<file path="src/hw/rtl/rank_merge_placer_defines.svh">
// Assertion macros used by the search sequencer of the rank merge placer.
`ifndef RANK_MERGE_PLACER_DEFINES_SVH
`define RANK_MERGE_PLACER_DEFINES_SVH

// Checked on every clock edge outside reset.
`define RMP_ASSERT(lbl, prop, msg) \
   lbl: assert property (@(posedge clock) disable iff (reset) prop) else $error(msg);

// Checked on every clock edge, reset included.
`define RMP_ASSERT_ALWAYS(lbl, prop, msg) \
   lbl: assert property (@(posedge clock) prop) else $error(msg);

`endif

</file>
<file path="src/hw/rtl/rmp_pkg.sv">
// Types and constants of the rank merge placer.
`timescale 1ns / 1ps
package rmp_pkg;

   localparam int COUNT_W = 9;
   localparam int SLOT_W  = 8;
   localparam int DATA_W  = 32;
   localparam int POS_W   = 9;
   localparam logic [COUNT_W-1:0] COUNT_RESET = 9'd1;

   typedef enum logic [1:0] {
      OP_WRITE_X = 2'd0,
      OP_WRITE_Y = 2'd1,
      OP_PLACE   = 2'd2
   } op_type;

   typedef enum logic {
      REG_X_COUNT = 1'b0,
      REG_Y_COUNT = 1'b1
   } reg_idx_type;

   typedef enum logic [1:0] {
      ST_IDLE,
      ST_FETCH,
      ST_SEARCH
   } state_type;

   typedef struct packed {
      logic [1:0]              op;
      logic                    side;
      logic [SLOT_W-1:0]       slot;
      logic signed [DATA_W-1:0] value;
   } req_type;

   typedef struct packed {
      logic [POS_W-1:0]         position;
      logic signed [DATA_W-1:0] placed_value;
   } rsp_type;

   typedef struct packed {
      logic [COUNT_W-1:0] x_count;
      logic [COUNT_W-1:0] y_count;
   } counts_type;

endpackage

</file>
<file path="src/hw/rtl/rmp_csr.sv">
// Count registers behind the APB-style configuration port.
`timescale 1ns / 1ps
module rmp_csr
   import rmp_pkg::*;
(
   input  logic        clock,
   input  logic        reset,
   input  logic        psel,
   input  logic        penable,
   input  logic        pwrite,
   input  logic [2:0]  paddr,
   input  logic [31:0] pwdata,
   output logic [31:0] prdata,
   output logic        pready,
   output counts_type  counts
);

   logic [COUNT_W-1:0] x_count_ff;
   logic [COUNT_W-1:0] y_count_ff;
   logic               wr_beat;

   assign wr_beat = psel && penable && pwrite;
   assign pready  = 1'b1;

   always_ff @(posedge clock) begin
      if (reset) begin
         x_count_ff <= COUNT_RESET;
         y_count_ff <= COUNT_RESET;
      end else if (wr_beat) begin
         if (paddr[2] == REG_X_COUNT) begin
            x_count_ff <= pwdata[COUNT_W-1:0];
         end else begin
            y_count_ff <= pwdata[COUNT_W-1:0];
         end
      end
   end

   always_comb begin
      prdata = '0;
      unique case (paddr[2])
         REG_X_COUNT: prdata[COUNT_W-1:0] = x_count_ff;
         REG_Y_COUNT: prdata[COUNT_W-1:0] = y_count_ff;
         default:     prdata = '0;
      endcase
   end

   assign counts.x_count = x_count_ff;
   assign counts.y_count = y_count_ff;

endmodule

</file>
<file path="config.mk">
export PLATFORM = sky130hd
export DESIGN_NAME = rmp_csr
export DESIGN_NICKNAME = d
export VERILOG_FILES = /design/src/hw/rtl/rank_merge_placer_defines.svh /design/src/hw/rtl/rmp_pkg.sv /design/src/hw/rtl/rmp_csr.sv
export SDC_FILE = /design/constraint.sdc
export NUM_CORES = 1
export LEC_CHECK = 0
export BUFFER_PORTS_ARGS = -buffer_cell sky130_fd_sc_hd__buf_2
export CORE_AREA = 2 2 55 57
export CTS_BUF_LIST = sky130_fd_sc_hd__clkbuf_4 sky130_fd_sc_hd__clkbuf_8 sky130_fd_sc_hd__clkbuf_16
export DETAILED_ROUTE_END_ITERATION = 6
export DIE_AREA = 0 0 57 59
export PLACE_DENSITY = 0.82
export SLEW_MARGIN = 20
export SYNTH_ARGS = -nofsm -noshare
export SYNTH_HDL_FRONTEND = slang
export SYNTH_SLANG_ARGS = --single-unit
</file>
<file path="constraint.sdc">
create_clock -name clock -period 2.4 [get_ports clock]
set_input_delay 0.48 -clock clock [delete_from_list [all_inputs] [get_ports clock]]
set_output_delay 0.48 -clock clock [all_outputs]
set_load 0.1 [all_outputs]
</file>
# Word-level counts from Yosys, hierarchy flattened
# Index checks and enable logic that the tools add are counted.
dict set report classes {
  muxes 1
  n_bitwise 1
  reduce_logical 4
}
# cell n
set op_table {}
lappend op_table {{$pmux 9 s2} 1}
lappend op_table {{$reduce_and 2->1} 2}
lappend op_table {{$logic_and 1x1->1} 2}
lappend op_table {{$not 1->1} 1}
dict set report totals {
  wordCells 8
  out_inout_bits 51
  ff_bits 18
}

# Logic depth before layout (Yosys ltp)
dict set report logic_depth {
  depth_word 3
  depth_mapped 3
  mapped_depth_nobuf 2
}

# Least setup slack after synthesis
# Ideal clock, no wire load.
dict set report synth_timing {
  path_kind {register to output}
  start {register y_count_ff[1]}
  end {output prdata[1]}
  t_required_ps 1920
  path_stages_with_launch 2
  setup_slack_ps 315
  t_arrival_ps 1605
  path_cell_list {dfxtp_1 mux2_2}
}
dict set report synth_between {
  elab_chain_len 1
}
# element line
set synth_lines {}
lappend synth_lines {{start, declared} rmp_csr.sv:19} ;# logic [COUNT_W-1:0] y_count_ff;
lappend synth_lines {{start signal, assigned} rmp_csr.sv:33} ;# y_count_ff <= pwdata[COUNT_W-1:0];
lappend synth_lines {{$pmux 9 s2} rmp_csr.sv:40} ;# unique case (paddr[2])
lappend synth_lines {{end, declared} rmp_csr.sv:13} ;# output logic [31:0] prdata,
# Every way passes these cells.

# Final worst setup path
dict set report layout_timing {
  start {input paddr[2]}
  end {output prdata[0]}
}
dict set report layout_between {
  elab_chain_len 2
}
# element line
set layout_lines {}
lappend layout_lines {{start, declared} rmp_csr.sv:11} ;# input logic [2:0] paddr,
lappend layout_lines {{$not 1->1} rmp_csr.sv:40}
lappend layout_lines {{$pmux 9 s2 (*)} rmp_csr.sv:40}
# Mark *: on every way between the ends. The rest lies on a longest branch, timed or not.

==> out/qor.yml <==
grtUsageTotal: 0.119
holdPathEnd: "y_count_ff[8]"
ir_drop_mv: 0.357
setup_tns_ns: 0
htree_levels: 1
max_freq_mhz: 525
die_y_um: 59
core_area_sq_um: 2710
wl_um: 2010
grt_overflow: 0
post_cts_resized: 0
r2r-start: "x_count_ff[5]"
numCtsBuffers: 3
start_util: 0.400
end_kind: "output pin"
clk_latency_ns: 0.28
rsz0062_at_grt: "no"
layout_commonest_cell: "buf_2"
clkSinkCount: 18
ys_seq_elements: 18
finalSetupViolations: 0
synth_seq_area_share: 0.333
worstPathMaxFanout: 13
avgViaCountPerCell: 4.43
dp_hpwl_um: 1580
syn_inst: 107
grt_pass1_vias: 724
status: "completed"
final_cell_mix: "41 x buf_2, 24 x nand2b_1, 24 x conb_1, 18 x mux2i_1, 18 x dfxtp_1"
antenna_found_initial: 0
hold_path_depth: 3
gp_congestion: 0.658
synth_area_leader_cell: "dfxtp_1"
ios: 91
cts-root-buf: "clkbuf_4"
rrSetupSlack_ns: 1.76
cp.required_ns: 1.92
synth_top_area_frac: 0.333
drt_first_pass_iters: 4
synth_area_sq_um: 1080
dieArea_sq_um: 3360
leakage_uw: 0.000665
crit_arrival_ns: 1.43
grt_pass1_wl_um: 3130
syn_to_final_growth_pct: 13.4
worst-setup-path-type: "input pin to output pin"
max-cap-violations: 0
cts_tree: "built"
final_antenna_net_count: 0
grt_max_degree: 28
n_antenna_cell: 0
clock_path_buffers: 2
hold_viol_final: 0
place_inst: 172
hp-class: "input pin to flop"
ctsHoldBuffers: 0
worstSetupStartpointType: "input pin"
fin_nets: 186
final_cells: 176
vias: 779
final.setup_skew_ns: 0
wire_per_inst_um: 11.4
cts_setup_buffers: 0
r2r_end: "x_count_ff[5]"
clk_pin_slew_ns: 0.11
min_from: "pwdata[8]"
power_density_nw_per_um2: 651
timing.final.crit_share: 0.794
period_needed_ns: 1.91
r2r_cells: 2
yosys_warnings: 0
row_count: 19
synth_area_leaders: "dfxtp_1 33%, buf_4 17%, mux2i_1 17%"
report.final.slew_viol_count: 0
portBuffers: 41
synth_cell_types: 13
drc_errors: 0
syn_avg_cell_area_sq_um: 10.1
drtIter0Drc: 10
whs_ns: 0.456
layout-drive-gt1-share: 0.386
die_w_um: 57
kinds of logic after synthesis:
family,Yosys count,share of synthesized area
simple gates,31,0.200
buf+inv,29,0.201
mux,27,0.260
flops,18,0.333
other cells,2,0.00693
per-stage QoR:
step / instance area (sq um) / power [uW] / setup WS, ns / utilization
floorplan: 1170 / 621 / 0.315 / -
global placement: 1190 / 616 / 0.494 / 0.440
detailed placement: 1190 / 619 / 0.482 / 0.440
CTS: 1230 / 809 / 0.481 / 0.453
global route: 1230 / 823 / 0.452 / 0.453
finish: 1230 / 800 / 0.494 / 0.453
report_power, final:
group / total [uW] / switching, uW / internal (uW)
logic: 302 / 267 / 35.2
clock network: 188 / 95.2 / 92.4
registers: 310 / 4.46 / 305
synth_stat cells, drive strengths merged:
cell type	number
buf	27
nand2b	24
dfxtp	18
mux2i	18
mux2	9
nor2	3
clkbuf	2
conb	2
and4	1
and4b	1
nand4	1
nand4b	1
flip-flops by register name, indices dropped and copies added (netlist names):
signal and flops:
x_count_ff 9, y_count_ff 9
metal layers:
metal | vias up | share of wire | GRT usage
li1 | 383 | - | -
met1 | 353 | 0.41 | 0.130
met2 | 43 | 0.50 | 0.235
met3 | 0 | 0.089 | 0.0240
met4 | 0 | 0 | 0.0299
met5 | - | 0 | 0
final cells by class:
type	count	area, sq um
clock buffers	4	36.3
well taps	31	38.8
repair buffers	41	205
multi-input cells	82	588
fillers	275	1480
flip-flops and latches	18	360
worst max-delay path: stages:
cell,delay (ns)
buf_2,0.27
mux2_2,0.38
buf_2,0.29
worst max path at each step:
stage / startpoint / to / slack [ns] / cells after the start
5_1_grt: paddr[2] / prdata[0] / 0.45 / 3
3_3_place_gp: paddr[2] / prdata[0] / 0.49 / 3
6_report: paddr[2] / prdata[0] / 0.49 / 3
2_1_floorplan: y_count_ff[1] / prdata[1] / 0.32 / 1
4_1_cts: paddr[2] / prdata[0] / 0.48 / 3
3_5_place_dp: paddr[2] / prdata[0] / 0.48 / 3
Note: power is estimated with default switching activity, not from simulation.
