## src/hw/rtl/rank_merge_placer_defines.svh

```systemverilog
// Assertion macros used by the search sequencer of the rank merge placer.
`ifndef RANK_MERGE_PLACER_DEFINES_SVH
`define RANK_MERGE_PLACER_DEFINES_SVH

// Checked on every clock edge outside reset.
`define RMP_ASSERT(lbl, prop, msg) \
   lbl: assert property (@(posedge clock) disable iff (reset) prop) else $error(msg);

// Checked on every clock edge, reset included.
`define RMP_ASSERT_ALWAYS(lbl, prop, msg) \
   lbl: assert property (@(posedge clock) prop) else $error(msg);

`endif

```

## src/hw/rtl/rmp_pkg.sv

```systemverilog
// Types and constants of the rank merge placer.
`timescale 1ns / 1ps
package rmp_pkg;

   localparam int COUNT_W = 9;
   localparam int SLOT_W  = 8;
   localparam int DATA_W  = 32;
   localparam int POS_W   = 9;
   localparam logic [COUNT_W-1:0] COUNT_RESET = 9'd1;

   typedef enum logic [1:0] {
      OP_WRITE_X = 2'd0,
      OP_WRITE_Y = 2'd1,
      OP_PLACE   = 2'd2
   } op_type;

   typedef enum logic {
      REG_X_COUNT = 1'b0,
      REG_Y_COUNT = 1'b1
   } reg_idx_type;

   typedef enum logic [1:0] {
      ST_IDLE,
      ST_FETCH,
      ST_SEARCH
   } state_type;

   typedef struct packed {
      logic [1:0]              op;
      logic                    side;
      logic [SLOT_W-1:0]       slot;
      logic signed [DATA_W-1:0] value;
   } req_type;

   typedef struct packed {
      logic [POS_W-1:0]         position;
      logic signed [DATA_W-1:0] placed_value;
   } rsp_type;

   typedef struct packed {
      logic [COUNT_W-1:0] x_count;
      logic [COUNT_W-1:0] y_count;
   } counts_type;

endpackage

```

## src/hw/rtl/rmp_search.sv

```systemverilog
// Command decode and binary-search sequencer over the two array memories.
`timescale 1ns / 1ps
module rmp_search
   import rmp_pkg::*;
#(
   parameter int DEPTH       = 256,
   parameter int VALUE_WIDTH = 32
) (
   input  logic                     clock,
   input  logic                     reset,
   input  logic                     start,
   input  req_type                  req,
   input  counts_type               counts,
   output logic                     busy,
   output logic                     wr_x_en,
   output logic                     wr_y_en,
   output logic [$clog2(DEPTH)-1:0] wr_addr,
   output logic [VALUE_WIDTH-1:0]   wr_data,
   output logic                     rd_en,
   output logic [$clog2(DEPTH)-1:0] rd_addr,
   input  logic [VALUE_WIDTH-1:0]   x_rdata,
   input  logic [VALUE_WIDTH-1:0]   y_rdata,
   output logic                     rsp_strobe,
   output rsp_type                  rsp
);

   `include "rank_merge_placer_defines.svh"

   localparam int AW = $clog2(DEPTH);
   localparam int CW = (AW + 1 > COUNT_W) ? AW + 1 : COUNT_W;
   localparam logic [CW-1:0] DEPTH_C = CW'(DEPTH);

   state_type            state_ff, state_in;
   logic                 side_ff, side_in;
   logic [SLOT_W-1:0]    slot_ff, slot_in;
   logic [CW-1:0]        lo_ff, lo_in;
   logic [CW-1:0]        hi_ff, hi_in;
   logic [CW-1:0]        mid_ff, mid_in;
   logic [VALUE_WIDTH-1:0] val_ff, val_in;
   logic                 rsp_valid_ff, rsp_valid_in;
   rsp_type              rsp_ff, rsp_in;

   logic [CW-1:0]        x_eff, y_eff, own_eff, slot_ext;
   logic [CW-1:0]        lo_nx, hi_nx, pos_sum;
   logic [VALUE_WIDTH-1:0] own_rdata, other_rdata, cur_val;
   logic                 slot_in_store, counted;

   assign x_eff = (CW'(counts.x_count) > DEPTH_C) ? DEPTH_C : CW'(counts.x_count);
   assign y_eff = (CW'(counts.y_count) > DEPTH_C) ? DEPTH_C : CW'(counts.y_count);
   assign own_eff = req.side ? y_eff : x_eff;
   assign slot_ext = CW'(req.slot);
   assign slot_in_store = slot_ext < DEPTH_C;

   assign own_rdata   = side_ff ? y_rdata : x_rdata;
   assign other_rdata = side_ff ? x_rdata : y_rdata;

   assign wr_addr = AW'(req.slot);
   assign wr_data = VALUE_WIDTH'(req.value);
   assign busy    = (state_ff != ST_IDLE);

   always_ff @(posedge clock) begin
      if (reset) begin
         state_ff     <= ST_IDLE;
         rsp_valid_ff <= 1'b0;
      end else begin
         state_ff     <= state_in;
         rsp_valid_ff <= rsp_valid_in;
      end
      side_ff <= side_in;
      slot_ff <= slot_in;
      lo_ff   <= lo_in;
      hi_ff   <= hi_in;
      mid_ff  <= mid_in;
      val_ff  <= val_in;
      rsp_ff  <= rsp_in;
   end

   always_comb begin
      state_in     = state_ff;
      side_in      = side_ff;
      slot_in      = slot_ff;
      lo_in        = lo_ff;
      hi_in        = hi_ff;
      mid_in       = mid_ff;
      val_in       = val_ff;
      rsp_valid_in = 1'b0;
      rsp_in       = rsp_ff;
      wr_x_en      = 1'b0;
      wr_y_en      = 1'b0;
      rd_en        = 1'b0;
      rd_addr      = AW'(req.slot);
      lo_nx        = lo_ff;
      hi_nx        = hi_ff;
      cur_val      = val_ff;
      counted      = 1'b0;
      unique case (state_ff)
         ST_IDLE: begin
            if (start) begin
               priority if (req.op == OP_WRITE_X) begin
                  wr_x_en = slot_in_store;
               end else if (req.op == OP_WRITE_Y) begin
                  wr_y_en = slot_in_store;
               end else if (req.op == OP_PLACE && slot_ext < own_eff) begin
                  rd_en    = 1'b1;
                  side_in  = req.side;
                  slot_in  = req.slot;
                  state_in = ST_FETCH;
               end
            end
         end
         ST_FETCH: begin
            cur_val = own_rdata;
            val_in  = own_rdata;
            lo_nx   = '0;
            hi_nx   = side_ff ? x_eff : y_eff;
         end
         ST_SEARCH: begin
            counted = side_ff ? ($signed(other_rdata) <= $signed(val_ff))
                              : ($signed(other_rdata) <  $signed(val_ff));
            lo_nx   = counted ? mid_ff + CW'(1) : lo_ff;
            hi_nx   = counted ? hi_ff : mid_ff;
         end
         default: begin
            state_in = ST_IDLE;
         end
      endcase

      pos_sum = CW'(slot_ff) + lo_nx;
      if (state_ff == ST_FETCH || state_ff == ST_SEARCH) begin
         lo_in  = lo_nx;
         hi_in  = hi_nx;
         mid_in = lo_nx + ((hi_nx - lo_nx) >> 1);
         if (lo_nx < hi_nx) begin
            rd_en    = 1'b1;
            rd_addr  = mid_in[AW-1:0];
            state_in = ST_SEARCH;
         end else begin
            rsp_valid_in        = 1'b1;
            rsp_in.position     = pos_sum[POS_W-1:0];
            rsp_in.placed_value = DATA_W'(cur_val);
            state_in            = ST_IDLE;
         end
      end
   end

   assign rsp_strobe = rsp_valid_ff;
   assign rsp        = rsp_ff;

   `RMP_ASSERT(a_search_window, (state_ff == ST_SEARCH) |-> (lo_ff < hi_ff), "Empty search window while searching.")
   `RMP_ASSERT(a_probe_in_window, (state_ff == ST_SEARCH) |-> (mid_ff >= lo_ff && mid_ff < hi_ff), "Probe outside the search window.")
   `RMP_ASSERT(a_no_write_busy, busy |-> !(wr_x_en || wr_y_en), "Array write during a search.")
   `RMP_ASSERT(a_beat_after_search, rsp_valid_ff |-> $past(state_ff == ST_FETCH || state_ff == ST_SEARCH), "Result beat without a finished search.")
   `RMP_ASSERT_ALWAYS(a_reset_idle, reset |=> (state_ff == ST_IDLE && !rsp_valid_ff), "Not idle after reset.")

endmodule

```

## config.mk

```make
export PLATFORM = sky130hd
export DESIGN_NAME = rmp_search
export DESIGN_NICKNAME = d
export VERILOG_FILES = /design/src/hw/rtl/rmp_pkg.sv /design/src/hw/rtl/rmp_search.sv
export VERILOG_INCLUDE_DIRS = /design/src /design/src/hw/rtl
export SDC_FILE = /design/constraint.sdc
export NUM_CORES = 1
export LEC_CHECK = 0
export BUFFER_PORTS_ARGS = -buffer_cell sky130_fd_sc_hd__buf_2
export CORE_ASPECT_RATIO = 1.4
export CORE_MARGIN = 3
export CORE_UTILIZATION = 45
export DETAILED_ROUTE_END_ITERATION = 12
export GPL_TIMING_DRIVEN = 0
export HOLD_SLACK_MARGIN = 0.1
export PLACE_DENSITY_LB_ADDON = 0.08
export SYNTH_ARGS = -nofsm -noshare
export SYNTH_HDL_FRONTEND = slang
export SYNTH_SLANG_ARGS = --single-unit
```

## constraint.sdc

```tcl
create_clock -name clock -period 21.7 [get_ports clock]
set_input_delay 2.17 -clock clock [delete_from_list [all_inputs] [get_ports clock]]
set_output_delay 2.17 -clock clock [all_outputs]
set_load 0.01 [all_outputs]
```

# Word-level counts from Yosys, hierarchy flattened
# Index checks and enable logic that the tools add are counted.
# word_totals
reg_bits,112
output_inout_bits,94
word_cells,80
in_bits,128
# op_classes
n_mux,36
n_reduce_logical,10
order_cmp,7
addsub,4
bitwise,4
eq_ne,9
# op_table
op,n
$mux W32,3
$mux W9,6
$pmux W9 S2,2
$le A32 B32 Y1,1
$lt A32 B32 Y1,1
$gt A9 B9 Y1 const B,2
$mux W1,16
$mux W8,2
$mux W2,6
$ne A3 B3 Y1 const B,4
$reduce_and A5 Y1,2
$add A8 B9 Y9,1
$add A9 B1 Y9 const B,1
$add A9 B8 Y9,1
$lt A8 B9 Y1,1
$lt A8 B9 Y1 const B,1
$lt A9 B9 Y1,1
$sub A9 B9 Y9,1
$eq A2 B1 Y1 const B,2
$eq A2 B2 Y1 const B,2
$logic_not A2 Y1,2
$not A1 Y1,4
$pmux W2 S2,1
$reduce_or A2 Y1,2
other kinds (5),5

# Logic depth before layout (Yosys ltp)
# depth
word_depth,12
mapped_depth,28
mapped_depth_nobuf,24

# Least setup slack after synthesis
# OpenSTA, ideal clock, no wires.
# synth_timing
path_type,input -> register
from,input port x_rdata[13]
to,"register rsp_ff (netlist bit rsp[0]), enable pin"
required_ps,21210
setup_ps,490
path_slack_ps,12808
arrival_ps,8402
cell_stages,19
path_buffers,1
cell_sequence,mux2_2 ha_1 nand4_2 nor4_2 a21boi_2 o41ai_2 and2_4 o21ai_4 buf_2 nor2_1 a31oi_1 ha_1 nor2b_1 o21ai_0 a21boi_0 o21ai_0 a21o_1 a21oi_1 nor3_1
# synth_via
elab_chain_len,8
elab_cells_between_ends,11
classes_between,3 x order compare; 6 x mux; 1 x bitwise; 1 x reduce/logical
# synth_lines
element,line_no,text
from (decl),rmp_search.sv:21,"input logic [VALUE_WIDTH-1:0] x_rdata,"
$mux W32 *,rmp_search.sv:55,assign other_rdata = side_ff ? x_rdata : y_rdata;
$lt A32 B32 Y1 or $le A32 B32 Y1 (tied branches),"rmp_search.sv:119, rmp_search.sv:118",
$mux W1 *,rmp_search.sv:118,counted = side_ff ? ($signed(other_rdata) <= $signed(val_ff))
"$mux W9, on equally long branches","rmp_search.sv:120, rmp_search.sv:121",
$pmux W9 S2,rmp_search.sv:96,unique case (state_ff)
$lt A9 B9 Y1 *,rmp_search.sv:133,if (lo_nx < hi_nx) begin
$not A1 Y1 (no line) *,--,
$reduce_and A2 Y1 (no line) *,--,
to (signal assigned),rmp_search.sv:75,rsp_ff <= rsp_in;
to (decl),rmp_search.sv:41,"rsp_type rsp_ff, rsp_in;"
# Every way passes the cells marked *; elsewhere a longest branch is shown, timed or not.
# A chain may end at the register's enable or synchronous reset.

# Final worst setup path
# layout_timing
from,input port x_rdata[13]
to,output port rd_addr[7]
# layout_via
elab_chain_len,9
elab_cells_between_ends,13
classes_between,2 x add/sub; 3 x order compare; 8 x mux
# layout_lines
element,line_no,text
$mux W32 *,rmp_search.sv:55,
$lt A32 B32 Y1 or $le A32 B32 Y1 (tied branches),"rmp_search.sv:119, rmp_search.sv:118",
$mux W1 *,rmp_search.sv:118,
"$mux W9, on equally long branches","rmp_search.sv:121, rmp_search.sv:120",
$pmux W9 S2,rmp_search.sv:96,
$sub A9 B9 Y9,rmp_search.sv:132,mid_in = lo_nx + ((hi_nx - lo_nx) >> 1);
$add A9 B8 Y9,rmp_search.sv:132,
$mux W8 *,rmp_search.sv:133,
$mux W8 *,rmp_search.sv:129,if (state_ff == ST_FETCH || state_ff == ST_SEARCH) begin
to (decl),rmp_search.sv:20,"output logic [$clog2(DEPTH)-1:0] rd_addr,"
# Marked as above.

==> metrics.txt <==
Mean Syn Cell Area=10.23 um^2; count of different cell masters after synthesis=58; routed wire length=19600 um; highest net fanout along the worst path=10; largest net degree at the start of global routing=32; final critical-path share of the clock period=0.4535; RSZ-0062 raised after global routing=false; crit end category=output port; Hold/Removal Path Class=flop to flop; Yosys warnings=0; Max-Slew Margin vs Limit=0.4658; clock input transition at the sequential cells of the worst setup and hold paths=80 ps; number of remaining DRC errors=0; peak ir drop on the vdd network=~0.00017 V; total setup buffers inserted after CTS=0; number of cell rows=55; Resized cells post-CTS=0; leakage power=4.235 nW; antenna cells=0; number of levels in the clock H-tree=3; peak clock frequency supported by timing=between 0.1 and 0.15 GHz; cell type contributing the most total cell area after synthesis=sky130_fd_sc_hd__edfxtp_1; routed length per placed instance=17.14 um; Die Width=115.4 um; Setup WS pre-CTS=11820 ps; minimum clock period after layout=9842 ps; share of async-settable or async-resettable flops after synthesis=0; Yosys top cell area share=0.3068; residual overflow from global routing=0; layout cells sized above 1=0.3238; buffer depth of the longest clock path=2; Core Util, Final=0.5566; via count of the routed design=about 6000; count leader, synth=sky130_fd_sc_hd__edfxtp_1; DIE AREA=18360 um^2; Syn Inst Count=737; final RePlAce weighted congestion=0.8883; met1 capacity usage during global routing=0.2459; chip height=159.1 um; hold buffers post-CTS=0; antenna violations before repair=1; dominant register cell in the synthesized netlist=sky130_fd_sc_hd__edfxtp_1; DPL Wire Length=15730 um; TritonCTS buffer count=9; top area cells in the synthesized netlist=sky130_fd_sc_hd__edfxtp_1 31%, sky130_fd_sc_hd__ha_1 11%, sky130_fd_sc_hd__dfxtp_1 9.3%, sky130_fd_sc_hd__mux2_2 5.8%, sky130_fd_sc_hd__mux2i_1 5.7%; number of global-route vias before repair=6111; number of port buffers=188; detailed router's first-iteration violation count=280; worst setup slack after layout=about 12000 ps; status=complete, no violations; Detailed Routing Iterations Pass 1=5; worst path required time=around 20000 ps; CTS Root Cell=sky130_fd_sc_hd__clkbuf_16; final setup TNS=0 ps; worst clock skew=11.88 ps; initial standard-cell utilization of the core=0.4621; global-route wire length before repair=30460 um; family with the most delay on the worst path=compound AO/OA/AOI/OAI gates; transition time at the pin with the least slew margin=801.3 ps; worst-path cell with the longest stage delay=sky130_fd_sc_hd__nor4_2; net count after synthesis=about 940; GRT met3 Usage=0.03042; drt via density=5.309; register area share after synthesis=0.3998; Post-Syn Area=approximately 7500 um^2; critical path class=input pin to output port; count of flip-flops with a built-in enable after synthesis=77; setup violators final=0; area of the core=16310 um^2; Crit path arrival time=~7700 ps; CP bufs+invs=3; area added between synthesis and finish=20.45%; later-pin clock latency in the skew report=between 300 and 400 ps; power per unit of standard cell area=182.3 nW/um^2; global-route track usage on met2=0.3870; Top Ports=between 200 and 250; count of max-cap constraint violations=0; All-Layer GR Usage=0.2114; count of state elements after synthesis=112; number of nets with antenna violations after routing=0; hold slack final=486.7 ps; Layout Nets=1139; TritonCTS clock tree=built; number of hold-slack violations in the final timing report=0; sinks on the clock net=112; most instantiated cells after synthesis=77 x sky130_fd_sc_hd__edfxtp_1, 68 x sky130_fd_sc_hd__a21oi_1, 68 x sky130_fd_sc_hd__ha_1; Slew Viols, Final=0; grt peak-use layer=met2; type of element launching the critical path=input pin; max incr delay on CP=430 ps
[metrics by stage]
stage / power, mW / instances / area, um^2
6_report: 1.655 / 1144 / 9077
5_1_grt: 1.813 / 1144 / 9077
4_1_cts: 1.669 / 1144 / 9075
3_5_place_dp: 1.498 / 1128 / 8776
3_3_place_gp: 1.473 / 1124 / 8726
2_1_floorplan: 1.219 / 737 / 7536
[power by group]
part           internal [mW]  switching, mW
combinational          0.436          0.603
clock                 0.0891         0.0791
sequential             0.406         0.0416
[registers in the layout, summed over array words and instances (netlist names)]
name and cells:
hi_ff 9, lo_ff 9, mid_ff 9, rsp 41, rsp_strobe 1, side_ff 1, slot_ff 8, state_ff 2
val_ff 32
[per-layer routing]
metal,share of wire,vias to the layer above
met5,0.00036,-
met3,0.053,36
li1,-,3036
met2,0.52,210
met4,0.028,2
met1,0.40,2790
[layout by cell type (no fill, tap or decap), types with 10 or more instances in the layout]
master,instances
sky130_fd_sc_hd__a21o_1,11
sky130_fd_sc_hd__a21oi_1,68
sky130_fd_sc_hd__a31oi_1,17
sky130_fd_sc_hd__buf_2,189
sky130_fd_sc_hd__buf_4,40
sky130_fd_sc_hd__clkbuf_1,23
sky130_fd_sc_hd__clkbuf_16,10
sky130_fd_sc_hd__dfxtp_1,35
sky130_fd_sc_hd__edfxtp_1,77
sky130_fd_sc_hd__ha_1,67
sky130_fd_sc_hd__inv_1,64
sky130_fd_sc_hd__mux2_2,39
sky130_fd_sc_hd__mux2i_1,43
sky130_fd_sc_hd__nand2_1,41
sky130_fd_sc_hd__nand3_1,16
sky130_fd_sc_hd__nor2_1,45
sky130_fd_sc_hd__nor2b_1,12
sky130_fd_sc_hd__xnor2_1,17
sky130_fd_sc_hd__xor2_1,10
[cells by family after synthesis]
group                      share of synthesized area
AOI/OAI and AO/OA                             0.1305
buffers and inverters                        0.08899
adders and majority gates                     0.1209
xor gates and xnor gates                     0.03138
muxes                                         0.1154
DFF                                           0.3998
and+or+nand+nor                               0.1131
[final cells by class]
type / count / area, um^2
inverter: 65 / 244.0
clock inverter: 4 / 31.28
timing repair buffer: 192 / 985.9
fill: 1512 / 7232
multi-input combinational: 491 / 3860
tap: 199 / 249.0
sequential: 112 / 3013
clock buffer: 12 / 267.8
buffer: 69 / 426.7
[path summary, 6_finish.rpt]
kind                                          from                 end  slack [ps]  cells past startpoint
worst max register to register   side_ff$_DFFE_PP_   rsp[35]$_DFFE_PP_       14460                     23
worst min-delay path            val_ff[15]$_DFF_P_  val_ff[15]$_DFF_P_         490                      2
worst min register to register  val_ff[15]$_DFF_P_  val_ff[15]$_DFF_P_         490                      2
worst max-delay path                   x_rdata[13]          rd_addr[7]       11860                     26
[worst register-to-register path, delay by kind of cell, from the launching register on]
family / cells / cell delay (ps)
buf+inv: 6 / 2110
compound gates: 8 / 1790
simple gates: 6 / 1700
fa+ha+maj: 2 / 620
mux: 1 / 410
flops: 1 / 330
Note: power is estimated with default switching activity, not from simulation.
